===== src/rtl/fqsa_pkg.sv =====
// ----------------------------------------------------------------------------
// fqsa_pkg
// Shared types and constants for the round-robin fair queue source arbiter.
// ----------------------------------------------------------------------------
package fqsa_pkg;

	localparam int NUM_SOURCES = 16;
	localparam int SRC_W  = $clog2(NUM_SOURCES);
	localparam int CNT_W  = $clog2(NUM_SOURCES + 1);
	localparam logic [CNT_W-1:0] UNATTACHED = CNT_W'(NUM_SOURCES);

	typedef enum logic [2:0] {
		CMD_ATTACH     = 3'd0,
		CMD_ACTIVATE   = 3'd1,
		CMD_DEACTIVATE = 3'd2,
		CMD_TERMINATE  = 3'd3,
		CMD_RECEIVE    = 3'd4,
		CMD_QUERY      = 3'd5
	} cmd_t;

	typedef enum logic [1:0] {
		ST_DONE    = 2'd0,
		ST_FRAME   = 2'd1,
		ST_NONE    = 2'd2,
		ST_ABORT   = 2'd3
	} status_t;

	// Swap request from sequencer to table unit.
	typedef struct packed {
		logic             go;
		logic [SRC_W-1:0] slot_a;
		logic [SRC_W-1:0] slot_b;
	} swap_req_t;

	// Table unit write port used for attach / erase.
	typedef struct packed {
		logic             ord_we;
		logic [SRC_W-1:0] ord_addr;
		logic [SRC_W-1:0] ord_data;
		logic             sos_we;
		logic [SRC_W-1:0] sos_addr;
		logic [CNT_W-1:0] sos_data;
	} tbl_wr_t;

endpackage


===== src/rtl/fqsa_tables.sv =====
// ----------------------------------------------------------------------------
// fqsa_tables
// Ordering table (memory, registered read) and slot-of-source map with
// per-entry valid bits. Performs slot swaps and direct writes.
// ----------------------------------------------------------------------------
module fqsa_tables (
	input  logic                              clk,
	input  logic                              arst_n,
	input  logic [fqsa_pkg::SRC_W-1:0]        ord_raddr,
	output logic [fqsa_pkg::SRC_W-1:0]        ord_rdata,
	input  logic [fqsa_pkg::SRC_W-1:0]        sos_raddr,
	output logic [fqsa_pkg::CNT_W-1:0]        sos_rdata,
	input  fqsa_pkg::swap_req_t               swap,
	input  fqsa_pkg::tbl_wr_t                 wr
);

	logic [fqsa_pkg::SRC_W-1:0] ord_mem [fqsa_pkg::NUM_SOURCES];
	logic [fqsa_pkg::CNT_W-1:0] sos_mem [fqsa_pkg::NUM_SOURCES];
	logic [fqsa_pkg::NUM_SOURCES-1:0] sos_vld_q;
	logic [fqsa_pkg::SRC_W-1:0] sa, sb;

	assign sa = ord_mem[swap.slot_a];
	assign sb = ord_mem[swap.slot_b];

	// Read ports, registered.
	always_ff @(posedge clk) begin
		ord_rdata <= ord_mem[ord_raddr];
	end

	always_ff @(posedge clk or negedge arst_n) begin
		if (!arst_n) begin
			sos_rdata <= fqsa_pkg::UNATTACHED;
		end else begin
			sos_rdata <= sos_vld_q[sos_raddr] ? sos_mem[sos_raddr] : fqsa_pkg::UNATTACHED;
		end
	end

	// Swap two slots or apply a direct write.
	always_ff @(posedge clk) begin
		if (swap.go) begin
			ord_mem[swap.slot_a] <= sb;
			ord_mem[swap.slot_b] <= sa;
			sos_mem[sa] <= fqsa_pkg::CNT_W'(swap.slot_b);
			sos_mem[sb] <= fqsa_pkg::CNT_W'(swap.slot_a);
		end else begin
			if (wr.ord_we) ord_mem[wr.ord_addr] <= wr.ord_data;
			if (wr.sos_we) sos_mem[wr.sos_addr] <= wr.sos_data;
		end
	end

	always_ff @(posedge clk or negedge arst_n) begin
		if (!arst_n) begin
			sos_vld_q <= '0;
		end else if (!swap.go && wr.sos_we) begin
			sos_vld_q[wr.sos_addr] <= 1'b1;
		end
	end

endmodule


===== src/rtl/fair_queue_source_arbiter.sv =====
// ----------------------------------------------------------------------------
// fair_queue_source_arbiter
// Round-robin fair queue over attached sources with an active prefix.
// ----------------------------------------------------------------------------
// Channel | Direction | Handshake     | Payload
// in      | input     | valid / ready | cmd, source, ready_mask, more_mask
// out     | output    | valid / ready | status, served_source, frame_more, has_data
//
// One request at a time. Receive and query inspect one source per ordering-table
// read, up to NUM_SOURCES sources; an abort or an immediate query answer skips the
// scan and replies at once.
// Reset clears all counters and marks every source unattached at once.
// The result is held in an output register until accepted; the next
// request is taken in the cycle after that.
// ----------------------------------------------------------------------------
module fair_queue_source_arbiter (
	input  logic                          clk,
	input  logic                          arst_n,
	input  logic                          in_valid,
	output logic                          in_ready,
	input  logic [2:0]                    cmd,
	input  logic [fqsa_pkg::SRC_W-1:0]    source,
	input  logic [fqsa_pkg::NUM_SOURCES-1:0] ready_mask,
	input  logic [fqsa_pkg::NUM_SOURCES-1:0] more_mask,
	output logic                          out_valid,
	input  logic                          out_ready,
	output logic [1:0]                    status,
	output logic [fqsa_pkg::SRC_W-1:0]    served_source,
	output logic                          frame_more,
	output logic                          has_data
);

	localparam int SW = fqsa_pkg::SRC_W;
	localparam int CW = fqsa_pkg::CNT_W;

	typedef enum logic [3:0] {
		S_IDLE, S_ATT, S_SOS, S_ACT, S_DEACT, S_T_CUR, S_T_CUR2, S_T_SLOT,
		S_T_POS, S_T_POS2, S_T_FIN, S_SCAN, S_SCAN2, S_REPLY
	} state_t;

	state_t state_q, state_d;

	logic [2:0]    cmd_q;
	logic [SW-1:0] src_q;
	logic [fqsa_pkg::NUM_SOURCES-1:0] rdy_q, more_q;
	logic [CW-1:0] att_q, act_q, cur_q;
	logic          pin_q, abt_q;
	logic [CW-1:0] idx_q;
	logic          cval_q;
	logic [SW-1:0] csrc_q;

	logic [CW-1:0] att_d, act_d, cur_d, idx_d;
	logic          pin_d, abt_d, cval_d;
	logic [SW-1:0] csrc_d;
	logic [1:0]    st_d;
	logic [SW-1:0] srv_d;
	logic          fm_d, hd_d, res_ld;

	logic [SW-1:0] ord_raddr, ord_rdata;
	logic [SW-1:0] sos_raddr;
	logic [CW-1:0] sos_rdata;
	fqsa_pkg::swap_req_t swap;
	fqsa_pkg::tbl_wr_t   wr;

	logic [CW-1:0] na, nc, am1;
	logic          take;

	fqsa_tables u_tables (
		.clk(clk), .arst_n(arst_n),
		.ord_raddr(ord_raddr), .ord_rdata(ord_rdata),
		.sos_raddr(sos_raddr), .sos_rdata(sos_rdata),
		.swap(swap), .wr(wr)
	);

	// Normalized active count and current slot.
	always_comb begin
		na = (act_q > att_q) ? att_q : act_q;
		nc = (na == '0 || cur_q >= na) ? '0 : cur_q;
	end

	assign in_ready = (state_q == S_IDLE);
	assign take = in_valid && in_ready;
	assign am1 = act_q - CW'(1);

	always_comb begin
		state_d = state_q;
		att_d = att_q; act_d = act_q; cur_d = cur_q;
		pin_d = pin_q; abt_d = abt_q; idx_d = idx_q;
		cval_d = cval_q; csrc_d = csrc_q;
		st_d = fqsa_pkg::ST_DONE; srv_d = '0; fm_d = 1'b0; hd_d = 1'b0;
		res_ld = 1'b0;
		ord_raddr = cur_q[SW-1:0];
		sos_raddr = src_q;
		swap = '0;
		wr = '0;
		case (state_q)
			S_IDLE: begin
				if (take) begin
					sos_raddr = source;
					ord_raddr = nc[SW-1:0];
					// Normalize for known commands other than attach.
					if (cmd inside {[fqsa_pkg::CMD_ACTIVATE:fqsa_pkg::CMD_QUERY]}) begin
						act_d = na; cur_d = nc;
						if (na == '0) pin_d = 1'b0;
					end
					case (cmd)
						fqsa_pkg::CMD_ATTACH:     state_d = S_ATT;
						fqsa_pkg::CMD_ACTIVATE:   state_d = S_ACT;
						fqsa_pkg::CMD_DEACTIVATE: state_d = S_DEACT;
						fqsa_pkg::CMD_TERMINATE:  state_d = S_T_CUR;
						fqsa_pkg::CMD_RECEIVE: begin
							if (abt_q) begin
								abt_d = 1'b0; st_d = fqsa_pkg::ST_ABORT;
								res_ld = 1'b1; state_d = S_REPLY;
							end else state_d = S_SCAN;
						end
						fqsa_pkg::CMD_QUERY: begin
							if (abt_q || (pin_q && na != '0)) begin
								hd_d = 1'b1; res_ld = 1'b1; state_d = S_REPLY;
							end else state_d = S_SCAN;
						end
						default: begin
							res_ld = 1'b1; state_d = S_REPLY;
						end
					endcase
				end
			end
			// Append source, then swap it into the active prefix.
			S_ATT: begin
				if (sos_rdata == fqsa_pkg::UNATTACHED && att_q < CW'(fqsa_pkg::NUM_SOURCES)) begin
					wr.ord_we = 1'b1; wr.ord_addr = att_q[SW-1:0]; wr.ord_data = src_q;
					wr.sos_we = 1'b1; wr.sos_addr = src_q; wr.sos_data = att_q;
					att_d = att_q + CW'(1);
					state_d = S_SOS;
				end else begin
					res_ld = 1'b1; state_d = S_REPLY;
				end
			end
			S_SOS: begin
				swap.go = 1'b1; swap.slot_a = act_q[SW-1:0];
				swap.slot_b = am1[SW-1:0] + SW'(0);
				swap.slot_b = SW'(att_q - CW'(1));
				act_d = act_q + CW'(1);
				res_ld = 1'b1; state_d = S_REPLY;
			end
			S_ACT: begin
				if (sos_rdata != fqsa_pkg::UNATTACHED && sos_rdata >= act_q) begin
					swap.go = 1'b1; swap.slot_a = sos_rdata[SW-1:0];
					swap.slot_b = act_q[SW-1:0];
					act_d = act_q + CW'(1);
				end
				res_ld = 1'b1; state_d = S_REPLY;
			end
			S_DEACT: begin
				if (sos_rdata != fqsa_pkg::UNATTACHED && sos_rdata < act_q) begin
					swap.go = 1'b1; swap.slot_a = sos_rdata[SW-1:0];
					swap.slot_b = am1[SW-1:0];
					act_d = am1;
					if (cur_q == am1) cur_d = '0;
				end
				res_ld = 1'b1; state_d = S_REPLY;
			end
			// Terminate: capture current source and slot of the target.
			S_T_CUR: begin
				idx_d = sos_rdata;
				cval_d = (act_q != '0) && (cur_q < act_q);
				csrc_d = ord_rdata;
				if (sos_rdata == fqsa_pkg::UNATTACHED) begin
					res_ld = 1'b1; state_d = S_REPLY;
				end else begin
					if (pin_q && cval_d && ord_rdata == src_q) begin
						pin_d = 1'b0; abt_d = 1'b1;
					end
					state_d = S_T_SLOT;
				end
			end
			S_T_SLOT: begin
				if (idx_q < act_q) begin
					swap.go = 1'b1; swap.slot_a = idx_q[SW-1:0];
					swap.slot_b = am1[SW-1:0];
					act_d = am1;
					if (cur_q == am1) cur_d = '0;
				end
				state_d = S_T_POS;
			end
			S_T_POS: begin
				sos_raddr = src_q;
				state_d = S_T_POS2;
			end
			S_T_POS2: begin
				swap.go = 1'b1; swap.slot_a = sos_rdata[SW-1:0];
				swap.slot_b = SW'(att_q - CW'(1));
				att_d = att_q - CW'(1);
				if (act_q > att_d) act_d = att_d;
				sos_raddr = csrc_q;
				state_d = S_T_CUR2;
			end
			S_T_CUR2: begin
				wr.sos_we = 1'b1; wr.sos_addr = src_q; wr.sos_data = fqsa_pkg::UNATTACHED;
				sos_raddr = csrc_q;
				if (act_q == '0) begin
					cur_d = '0; pin_d = 1'b0;
				end else if (cur_q >= act_q) cur_d = '0;
				state_d = S_T_FIN;
			end
			S_T_FIN: begin
				if (cval_q && csrc_q != src_q) begin
					if (sos_rdata < act_q) cur_d = sos_rdata;
				end else if (act_q != '0) begin
					cur_d = (idx_q < act_q) ? idx_q : '0;
				end
				res_ld = 1'b1; state_d = S_REPLY;
			end
			// Scan: order entry at cur_q arrives in the cycle after its read.
			S_SCAN: begin
				if (act_q == '0) begin
					st_d = (cmd_q == fqsa_pkg::CMD_RECEIVE) ? fqsa_pkg::ST_NONE
						: fqsa_pkg::ST_DONE;
					res_ld = 1'b1; state_d = S_REPLY;
				end else begin
					ord_raddr = cur_q[SW-1:0];
					state_d = S_SCAN2;
				end
			end
			S_SCAN2: begin
				if (rdy_q[ord_rdata]) begin
					if (cmd_q == fqsa_pkg::CMD_RECEIVE) begin
						pin_d = more_q[ord_rdata];
						if (!more_q[ord_rdata])
							cur_d = (cur_q + CW'(1) == act_q) ? '0 : cur_q + CW'(1);
						st_d = fqsa_pkg::ST_FRAME; srv_d = ord_rdata;
						fm_d = more_q[ord_rdata];
					end else hd_d = 1'b1;
					res_ld = 1'b1; state_d = S_REPLY;
				end else begin
					swap.go = 1'b1; swap.slot_a = cur_q[SW-1:0];
					swap.slot_b = am1[SW-1:0];
					act_d = am1;
					if (cur_q == am1) cur_d = '0;
					if (pin_q && cmd_q == fqsa_pkg::CMD_RECEIVE) begin
						pin_d = 1'b0; st_d = fqsa_pkg::ST_ABORT;
						res_ld = 1'b1; state_d = S_REPLY;
					end else begin
						state_d = S_SCAN;
					end
				end
			end
			S_REPLY: begin
				if (!out_valid || out_ready) state_d = S_IDLE;
			end
			default: state_d = S_IDLE;
		endcase
	end

	// Hold control state.
	always_ff @(posedge clk or negedge arst_n) begin
		if (!arst_n) begin
			state_q <= S_IDLE;
			att_q <= '0; act_q <= '0; cur_q <= '0;
			pin_q <= 1'b0; abt_q <= 1'b0;
			out_valid <= 1'b0;
		end else begin
			state_q <= state_d;
			att_q <= att_d; act_q <= act_d; cur_q <= cur_d;
			pin_q <= pin_d; abt_q <= abt_d;
			if (res_ld) out_valid <= 1'b1;
			else if (out_ready) out_valid <= 1'b0;
		end
	end

	// Latch request payload and scratch values.
	always_ff @(posedge clk) begin
		if (take) begin
			cmd_q <= cmd; src_q <= source; rdy_q <= ready_mask; more_q <= more_mask;
		end
		idx_q <= idx_d; cval_q <= cval_d; csrc_q <= csrc_d;
		if (res_ld) begin
			status <= st_d; served_source <= srv_d; frame_more <= fm_d; has_data <= hd_d;
		end
	end

endmodule

===== config.mk =====
export PLATFORM = sky130hd
export DESIGN_NAME = fair_queue_source_arbiter
export DESIGN_NICKNAME = d
export VERILOG_FILES = /design/src/rtl/fqsa_pkg.sv /design/src/rtl/fqsa_tables.sv /design/src/rtl/fair_queue_source_arbiter.sv
export SDC_FILE = /design/constraint.sdc
export NUM_CORES = 1
export LEC_CHECK = 0
export BUFFER_PORTS_ARGS = -buffer_cell sky130_fd_sc_hd__buf_2
export CORE_UTILIZATION = 41
export CTS_CLUSTER_DIAMETER = 50
export DETAILED_ROUTE_END_ITERATION = 8
export PLACE_DENSITY = 0.54
export SLEW_MARGIN = 20
export SYNTH_ARGS = -nofsm -noshare
export SYNTH_HDL_FRONTEND = slang
export SYNTH_SLANG_ARGS = --single-unit

===== constraint.sdc =====
create_clock -name clk -period 5.9 [get_ports clk]
set_input_delay 0.885 -clock clk [delete_from_list [all_inputs] [get_ports clk]]
set_output_delay 0.885 -clock clk [all_outputs]
set_load 0.05 [all_outputs]

==> results.yml, run 1 <==
sta:
  worstMarginPinSlew_ps: 1120
  setup_viol: 0
  finalSetupTns_ps: 0
  max_freq_mhz: 179
  period_share_pct: 94.6
  finClkSkew_ps: 20.7
  report.final.slew_viol_count: 0
  max_slew_margin_pct: 24.7
  finalHoldViolCount: 0
  fin_crit_ps: 5580
yosys:
  synth-edff-count: 181
  syn_nets: 1899
  synth_area_per_cell_um2: 9.48
  synth_seq_cells: 248
  synth_cell_types: 101
  synth-seq-area-share_pct: 40.5
  syn_area_mm2: 0.0173
  synthTopCellsByArea: "edfxtp_1, dfrtp_1, nand2_1, mux2i_1, mux2_2"
  synthFlopType: "edfxtp_1"
  yosysWarnings: 0
  synthCells: 1821
  async_reset_ff_share_pct: 17.3
  yosys.area.top_type: "edfxtp_1"
  synth_top_area_share_pct: 31.5
routing:
  routed_wl_um: 67100
  vias_per_cell: 6.65
  drc: 0
  postRouteAntennaNets: 0
  drt_iter0_markers: 2052
  vias: 16100
  wl_per_cell_um: 27.8
  dr.pass1.iters: 5
final_layout:
  diodes: 0
  num-nets-final: 1933
  drive_gt1_share_pct: 17.0
  final_cell_mix: "nand2_1, edfxtp_1, nor2_1"
  design_area_mm2: 0.0197
  area_delta_synth_final_pct: 14.4
  finish.utilization_pct: 47.9
  layout.cells.most_common: "nand2_1"
clock_network:
  cts.path.max_buffers: 3
  cts_tree: "built"
  hold_buffers: 0
  cts_num_sinks: 248
  clock_latency_ps: 570
  cts_max_level: 2
  clk_pin_slew_ps: 60
  numCtsBuffers: 38
  cts_root_buf: "clkbuf_16"
min_path:
  hp-class: "in2async"
floorplanning:
  coreArea_mm2: 0.0412
  die_h_um: 207
  fp.dieW_um: 207
  initial_core_util_pct: 41.9
  pin_count: 53
  rows: 74
  dieArea_mm2: 0.0429
worst_setup_path:
  critical_path_class: "reg2reg"
  path_max_fanout: 15
  r2r-end: "u_tables.sos_mem[9][0]$_DFFE_PP_"
  start_kind: "flop"
  end_kind: "flop"
  required_ps: 6180
  worstReg2RegStart: "act_q[4]$_DFFE_PN0P_"
  reg2reg_slack_ps: 320
  r2r_cells: 15
  arrival_ps: 5860
global_routing:
  grtUsageTotal_pct: 30.8
  antenna_found_initial: 0
  gr-total-overflow: 0
  grt_pass1_vias: 15000
  grt_first_pass_wirelength_um: 99400
  grt_max_degree: 61
run:
  maxCapViolations: 0
placement:
  io_buffers: 52
  place_area_mm2: 0.0183
  dp.final_hpwl_um: 49900
  place_congestion: 1.02
outcome:
  outcome: "finished, final reports clean"
==> what timing repair did <==
action,in CTS,in global routing
setup buffers,0,3
endpoints found under the setup margin,0,61
gates resized for setup,0,5
==> per-layer routing <==
metal / vias to the layer above / share of wire [%] / GRT usage (%)
met4: 0 / 3.7 / 11.8
met3: 159 / 9.4 / 6.63
li1: 7170 / - / -
met5: - / 0 / 0
met1: 7891 / 43 / 43.2
met2: 862 / 44 / 46.5
==> state kept, by name, summed over array words and instances, names as in the netlist, 5 cells and up <==
name and cells:
u_tables.ord_mem 64, act_q 5, u_tables.sos_mem 80, att_q 5, more_q 16, u_tables.sos_rdata 5, idx_q 5, u_tables.sos_vld_q 16
cur_q 5, rdy_q 16
==> per-stage QoR <==
stage	setup WS [ps]	std cells	hold slack, ps
global placement	276	2343	433
global route	-1.56	2417	463
CTS	191	2413	429
floorplan	1260	1821	409
detailed placement	213	2343	440
finish	321	2417	415
==> worst max path at each step <==
stage                         start                                 to  cells after the start
5_1_grt        act_q[4]$_DFFE_PN0P_   u_tables.sos_mem[8][3]$_DFFE_PP_                     14
3_3_place_gp   act_q[4]$_DFFE_PN0P_  u_tables.sos_mem[13][0]$_DFFE_PP_                     14
3_5_place_dp   act_q[4]$_DFFE_PN0P_   u_tables.sos_mem[9][3]$_DFFE_PP_                     14
6_report       act_q[4]$_DFFE_PN0P_   u_tables.sos_mem[9][0]$_DFFE_PP_                     15
4_1_cts        act_q[4]$_DFFE_PN0P_   u_tables.sos_mem[9][3]$_DFFE_PP_                     14
2_1_floorplan  act_q[1]$_DFFE_PN0P_   u_tables.sos_mem[8][0]$_DFFE_PP_                     16
==> synth_stat cells, types with 36 or more instances <==
master	count
dfrtp_1	42
mux2_2	45
nand3_1	44
o31ai_1	36
buf_2	41
clkbuf_1	90
nor2b_1	37
a21oi_1	95
mux2i_1	68
o21ai_0	83
nand4_1	43
nor2_1	103
a211oi_1	56
inv_1	40
edfxtp_1	181
nand2_1	203
==> critical path, cell delays in order (launching register included) <==
cell and delay [ps]:
dfrtp_1 520, inv_1 180, ha_1 360, nand4_1 120, o221ai_1 440, nor4_4 120, buf_4 200, o31a_1 390
nor3_4 630, nor3_1 120, a32oi_1 520, o211ai_1 420, o211ai_1 280, buf_4 200, and2_1 500, o21bai_1 270
==> kinds of logic (layout without fill, tap and decap cells) <==
kind of cell,Yosys count,count (layout),synth area share (%)
simple gates,613,614,18.0
compound gates,581,581,24.5
flops,248,248,40.5
buf+inv,191,254,4.60
mux,125,125,8.45
fa+ha+maj,35,35,2.54
xor+xnor,28,28,1.42
==> cell type report <==
cell class              count  area [µm²]
fillers                  3880       21500
multi-input cells        1383        9590
flip-flops and latches    248        6990
clock buffers              42         987
repair buffers            141         953
well taps                 532         666
clock inverters            28         398
inverters                  43         161
Power of run 1 is left out: the tool's default activity adds up to more than one toggle a clock period on the data nets, which glitch-free logic cannot reach.
==> inputs of run 2 (changes only) <==
--- a/config.mk
+++ b/config.mk
@@ -6,6 +6,7 @@
 export NUM_CORES = 1
 export LEC_CHECK = 0
 export BUFFER_PORTS_ARGS = -buffer_cell sky130_fd_sc_hd__buf_2
+export CAP_MARGIN = 20
 export CORE_UTILIZATION = 41
 export CTS_CLUSTER_DIAMETER = 50
 export DETAILED_ROUTE_END_ITERATION = 8
==> constraint.sdc (replaced) <==
create_clock -name clk -period 6.2 [get_ports clk]
set_input_delay 0.93 -clock clk [delete_from_list [all_inputs] [get_ports clk]]
set_output_delay 0.93 -clock clk [all_outputs]
set_load 0.05 [all_outputs]
==> results.yml, run 2 (synthesis results as in run 1) <==
sta:
  max_slew_margin_pct: 26.4
  finalSetupTns_ps: 0
  max_freq_mhz: 172
  fin_crit_ps: 5810
  period_share_pct: 93.7
  report.final.slew_viol_count: 0
  rsz0062_at_grt: "false"
  worstMarginPinSlew_ps: 1100
  finClkSkew_ps: 28.4
  setup_viol: 0
  fin_hold_ws_ps: 449
  finalHoldViolCount: 0
clock_network:
  numCtsBuffers: 34
  post_cts_buffers: 0
  clk_pin_slew_ps: 60
  cts_max_level: 2
  clock_latency_ps: 570
  cts_root_buf: "clkbuf_16"
  cts_num_sinks: 248
  cts_resized: 0
  cts.path.max_buffers: 3
  cts_tree: "built"
  hold_buffers: 0
worst_setup_path:
  end_kind: "flop"
  critical_path_class: "reg2reg"
  r2r_cells: 14
  required_ps: 6480
  arrival_ps: 6080
  path_max_fanout: 20
  start_kind: "flop"
  reg2reg_slack_ps: 390
floorplanning:
  pin_count: 53
  die_h_um: 207
  initial_core_util_pct: 41.9
  rows: 74
  dieArea_mm2: 0.0429
  fp.dieW_um: 207
  coreArea_mm2: 0.0412
final_layout:
  reg_top3: "u_tables.sos_mem: 80 flops, u_tables.ord_mem: 64 flops"
  layout.cells.most_common: "nand2_1"
  regMostFlops: "u_tables.sos_mem"
  area_delta_synth_final_pct: 11.8
  finalNonFillerCells: 2393
  num-nets-final: 1913
  drive_gt1_share_pct: 15.5
  finish.utilization_pct: 46.8
  final_cell_mix: "nand2_1, edfxtp_1, nor2_1"
  largest_reg_flops: 80
placement:
  dp_cells: 2331
  dp.final_hpwl_um: 49400
  place_congestion: 1.02
  io_buffers: 52
routing:
  dr.pass1.iters: 7
  drt_iter0_markers: 1733
  vias_per_cell: 6.66
  vias: 15900
  routed_wl_um: 66700
  drc: 0
  wl_per_cell_um: 27.9
  postRouteAntennaNets: 0
outcome:
  outcome: "finished, final reports clean"
global_routing:
  grt_max_degree: 61
  grt_pass1_vias: 15300
  gr-total-overflow: 0
  antenna_found_initial: 1
  grtUsageTotal_pct: 30.7
  grt_first_pass_wirelength_um: 98900
min_path:
  hp-class: "in2async"
run:
  maxCapViolations: 0
==> run 2: cell types whose count changed in the layout (fill, tap and decap cells not counted), sizes merged, moves of 2 or more <==
cell,previous run,this run
inv,48,44
clkbuf,42,46
bufinv,6,0
clkinv,12,10
buf,141,126
==> run 2: metrics by stage <==
step,area (µm²),worst slack (ps)
detailed placement,18200,584
finish,19300,393
global route,19300,104
global placement,18200,428
CTS,19300,547
floorplan,17300,1560
==> run 2: critical path: stages (launching register included) <==
cell	delay [ps]
dfrtp_1	370
inv_1	220
ha_1	300
a21oi_1	190
o221ai_1	170
and4_1	400
buf_4	250
o31a_1	400
nor3_4	850
a21oi_1	160
a22oi_1	260
o211ai_1	340
o211ai_1	710
and2_1	620
o21bai_1	280
==> run 2: final timing paths <==
| check | startpoint | to |
|---|---|---|
| worst max-delay path | act_q[2]$_DFFE_PN0P_ | u_tables.sos_mem[13][1]$_DFFE_PP_ |
| worst min-delay path | arst_n | att_q[2]$_DFFE_PN0P_ |
| worst max register to register | act_q[2]$_DFFE_PN0P_ | u_tables.sos_mem[13][1]$_DFFE_PP_ |
| worst min register to register | u_tables.sos_vld_q[7]$_DFFE_PN0P_ | u_tables.sos_vld_q[7]$_DFFE_PN0P_ |
| max in group asynchronous | arst_n | u_tables.sos_vld_q[11]$_DFFE_PN0P_ |
| min in group clk | u_tables.sos_vld_q[7]$_DFFE_PN0P_ | u_tables.sos_vld_q[7]$_DFFE_PN0P_ |
==> run 2: area by class of cell <==
class	count	area, µm²
clock buffers	46	968
diodes	1	2.50
multi-input cells	1382	9550
fillers	3932	21900
repair buffers	126	828
clock inverters	15	119
well taps	532	666
flip-flops and latches	248	6990
inverters	43	161
==> run 2: per-layer routing <==
metal | GRT usage (%) | part of all wire, %
met1 | 41.7 | 43
met2 | 47.1 | 44
met3 | 5.85 | 8.9
met4 | 14.6 | 4.5
met5 | 0 | 0
Power of run 2 is left out for the same reason.
